[src/rtl/pba_pkg.sv]
// Package for the power-of-two bucket allocator.
// Holds field widths, status codes and the sequencer state type.
// No dependencies.
`default_nettype none

package pba_pkg;

  localparam int WIDE_W       = 33;  // size and pool arithmetic
  localparam int SIZE_W       = 32;
  localparam int ADDR_W       = 20;
  localparam int BKT_W        = 5;
  localparam int STAT_W       = 3;
  localparam int CFG_W        = 5;
  localparam int HEADER_BYTES = 4;
  localparam int MIN_BLOCK    = 8;

  localparam logic [CFG_W-1:0] PAGE_LG_RESET = 5'd12;
  localparam logic [CFG_W-1:0] PAGE_LG_MIN   = 5'd8;
  localparam logic [CFG_W-1:0] PAGE_LG_MAX   = 5'd16;

  localparam logic [STAT_W-1:0] ST_OK        = 3'd0;
  localparam logic [STAT_W-1:0] ST_BAD_SIZE  = 3'd1;
  localparam logic [STAT_W-1:0] ST_NO_MEM    = 3'd2;
  localparam logic [STAT_W-1:0] ST_BAD_FREE  = 3'd3;
  localparam logic [STAT_W-1:0] ST_NULL_FREE = 3'd4;

  typedef enum logic [3:0] {
    S_IDLE,
    S_SIZE,
    S_PROBE,
    S_ROOM,
    S_ROOM_CHK,
    S_CARVE,
    S_POP_RD,
    S_POP_WR,
    S_FREE_RD,
    S_FREE_CHK,
    S_FREE_PUSH,
    S_RESP
  } pba_state_t;

endpackage

`default_nettype wire

[src/rtl/pba_alu.sv]
// Shared add and compare unit of the allocator sequencer.
// Depends on pba_pkg for the datapath width.
`default_nettype none

module pba_alu (
  input  wire logic [pba_pkg::WIDE_W-1:0] a,
  input  wire logic [pba_pkg::WIDE_W-1:0] b,
  input  wire logic [pba_pkg::WIDE_W-1:0] c,
  output logic      [pba_pkg::WIDE_W-1:0] sum,
  output logic                            lt
);
  import pba_pkg::*;

  assign sum = a + b;
  assign lt  = (a < c);

endmodule

`default_nettype wire

[config.mk]
export PLATFORM = sky130hd
export DESIGN_NAME = pba_alu
export DESIGN_NICKNAME = d
export VERILOG_FILES = /design/src/rtl/pba_pkg.sv /design/src/rtl/pba_alu.sv
export SDC_FILE = /design/constraint.sdc
export NUM_CORES = 1
export LEC_CHECK = 0
export BUFFER_PORTS_ARGS = -buffer_cell sky130_fd_sc_hd__buf_4
export CAP_MARGIN = 20
export CORE_ASPECT_RATIO = 1.2
export CORE_UTILIZATION = 44
export DETAILED_ROUTE_END_ITERATION = 8
export PLACE_DENSITY = 0.78
export SLEW_MARGIN = 20
export SYNTH_ARGS = -nofsm -noshare
export SYNTH_HDL_FRONTEND = slang
export SYNTH_SLANG_ARGS = --single-unit
[constraint.sdc]
create_clock -name vclk -period 3.1
set_input_delay 0.465 -clock vclk [all_inputs]
set_output_delay 0.465 -clock vclk [all_outputs]
set_load 0.01 [all_outputs]
==> metrics.md <==
| Metric | Value |
|---|---|
| Die height | 86.5 um |
| Worst Hold Class | input port to output port |
| Largest net degree at the start of global routing | 9 |
| Worst slew pin tran | 530 ps |
| Area occupied by multi-input gates | 2690 um^2 |
| Critical Path AT | 2800 ps |
| Placed instance area | 4090 um^2 |
| NetSw | 486 uW |
| Detail Route Antenna Nets | 0 |
| Internal power | 539 uW |
| Slowest cell on crit path | fa_2 |
| Max VDD drop | 0.164 mV |
| Detailed Route WL | 10000 um |
| Switching share of power | 47.4% |
| Leakage | 0.00238 uW |
| DRT iter0 DRCs | 132 |
| RSZ-0062 raised after global routing | yes |
| Post-layout util | 78.6% |
| # nets final | 720 |
| Die area | 6260 um^2 |
| Ys Warns | 0 |
| Cells after synthesis | 367 |
| Kind of critical path | input port to output port |
| FF+latch area | 0 um^2 |
| PnR Total Power | 1030 uW |
| Syn_nets | 531 |
| Gpl congestion | 0.889 |
| HPWL after detailed placement | 7330 um |
| Hold-fix buffers, CTS | 0 |
| Commonest cells after routing, fill and taps aside | buf_4, ha_1, inv_1 |
| Top-Level Pins | 133 |
| Standard-cell rows | 30 |
| Rel. slew slack | 64.3% |
| Synth area leader | ha_1 |
| Drt pass-1 iters | 4 |
| Core Footprint | 5710 um^2 |
| Setup TNS | -234 ps |
| Initial antenna violation count | 0 |
| Max frequency | 0.307 GHz |
| Min-Delay Endpoint | sum[0] |
| Seq Cell Count | 0 |
| Crit path required time | 2630 ps |
| Vias in the first global route | 3440 |
| Final Instance Area | 4480 um^2 |
| Power Density | 229 nW/um^2 |
| Fillers | 443 |
| Chip width | 72.4 um |
| Fin. max-slew vios | 0 |
| Final period utilization | 105% |
| Slowest stage delay, CP | 360 ps |
| Flop pwr share | 0% |
| Routed vias | 3515 |
| Dpl cells | 625 |
| Most used cell along the critical path | a221oi_4 |
| Synth Area per Inst | 7.13 um^2 |
| Remaining routing DRC violations | 0 |
| Commonest non-fill, non-tap cell in the layout | buf_4 |
| Area Growth Syn to Fin | 71.4% |
| Register area share after synthesis | 0% |
| Clk pwr share | 0% |
| Clock buf count | 0 |
| Post-route insts no fill | 634 |
| Yosys top cell area share | 30.6% |
| Hold Violations, Final | 0 |
| Share of cells above drive strength 1 | 45.1% |
| Gr usage total | 28.4% |
| N_diodes | 0 |
| Worst path bufs/invs | 2 |
| Comb pwr share | 100.0% |
| Worst path cell trace | buf_8 > ha_4 > fa_2 > a21o_1 > a221oi_4 > o21ai_2 > a221oi_4 > o21bai_2 > a221oi_2 > xnor2_1 > buf_4 |
| Minimum clock period | 3260 ps |
| Fin worst setup slack | -161 ps |
| I/O Buffers | 133 |
| Hold Crit Depth | 3 |
| Post-synth cell types | 52 |
| CP Launch Type | input port |
| Synthesized area | 2620 um^2 |
| Status | finished with violations |
| Area contributors post-synth | ha_1, a21o_1, a21oi_1 |
| Hold Crit Start | a[0] |
| Failing checks | negative setup slack |
| Crit end category | output port |
| Vias per cell | 5.54 |
| First-pass GRT wire length | 14500 um |
| # setup viols final | 3 |
| Cell family with most CP delay | compound AO/OA/AOI/OAI gates |
| Max Fanout on Critical Path | 3 |
| Routed len/inst | 15.8 um |
| Initial Utilization | 45.9% |
| Total of max-cap violations | 0 |
| GRT overflow | 0 |
cells by family after synthesis:
family / synth area share [%]
AOI/OAI and AO/OA: 32.4
and+or+nand+nor: 17.5
adders and majority gates: 31.4
buffers and inverters: 8.37
xor gates and xnor gates: 10.0
muxes: 0.383
power by group through the flow:
stage | clock network (uW) | registers, uW | logic, uW
2_1_floorplan | 0 | 0 | 459
3_3_place_gp | 0 | 0 | 882
3_5_place_dp | 0 | 0 | 893
4_1_cts | 0 | 0 | 928
5_1_grt | 0 | 0 | 1110
6_report | 0 | 0 | 1030
repair_timing:
| item | CTS | global route |
|---|---|---|
| resized for setup | 17 | 45 |
| pin swaps | 16 | 27 |
| setup endpoints to repair | 9 | 16 |
| buffers inserted | 6 | 4 |
tightest hold or removal path: cells and delay by family:
family	cells	cell delay, ps
adder cells (fa/ha/maj)	1	110
buffers and inverters	2	190
routing by layer:
metal | vias to the layer above | GRT usage, % | wire, um
li1 | 1713 | - | -
met1 | 1614 | 30.9 | 3870
met2 | 155 | 57.1 | 5270
met3 | 33 | 2.09 | 532
met4 | 0 | 7.84 | 348
met5 | - | 0 | 0
final cells by class:
type | instances | area share (%)
well taps | 80 | 2.23
inverters | 41 | 3.43
repair buffers | 200 | 34.2
multi-input cells | 313 | 60.1
worst max-delay path by stage:
| stage | start | endpoint | slack, ps | cells after the start |
|---|---|---|---|---|
| global route | a[0] | sum[24] | -240 | 11 |
| floorplan | a[0] | sum[24] | 20 | 9 |
| detailed placement | a[0] | sum[32] | -350 | 11 |
| finish | a[0] | sum[24] | -160 | 11 |
| CTS | a[0] | sum[24] | -120 | 11 |
| global placement | a[0] | sum[32] | -260 | 11 |
cell usage after synthesis (2+ instances only):
| library cell | n |
|---|---|
| a211oi_1 | 4 |
| buf_2 | 4 |
| nand4_1 | 17 |
| and2b_2 | 2 |
| a21boi_0 | 2 |
| a221oi_2 | 3 |
| xor2_1 | 12 |
| nand3_1 | 7 |
| nor2_1 | 29 |
| a221oi_1 | 2 |
| a21o_1 | 28 |
| nand2_1 | 26 |
| or4_1 | 2 |
| o31ai_1 | 3 |
| nor3_1 | 3 |
| inv_1 | 41 |
| o21bai_1 | 3 |
| clkbuf_1 | 7 |
| ha_1 | 64 |
| a21oi_1 | 37 |
| a31oi_1 | 3 |
| xnor2_1 | 18 |
| o21ai_0 | 20 |
| nor2b_1 | 2 |
per-stage QoR:
step	setup WS, ps	hold slack [ps]
2_1_floorplan	23.1	1070
3_3_place_gp	-264	1220
3_5_place_dp	-353	1220
4_1_cts	-121	1220
5_1_grt	-240	1240
6_report	-161	1230
Note: power is estimated with default switching activity, not from simulation.
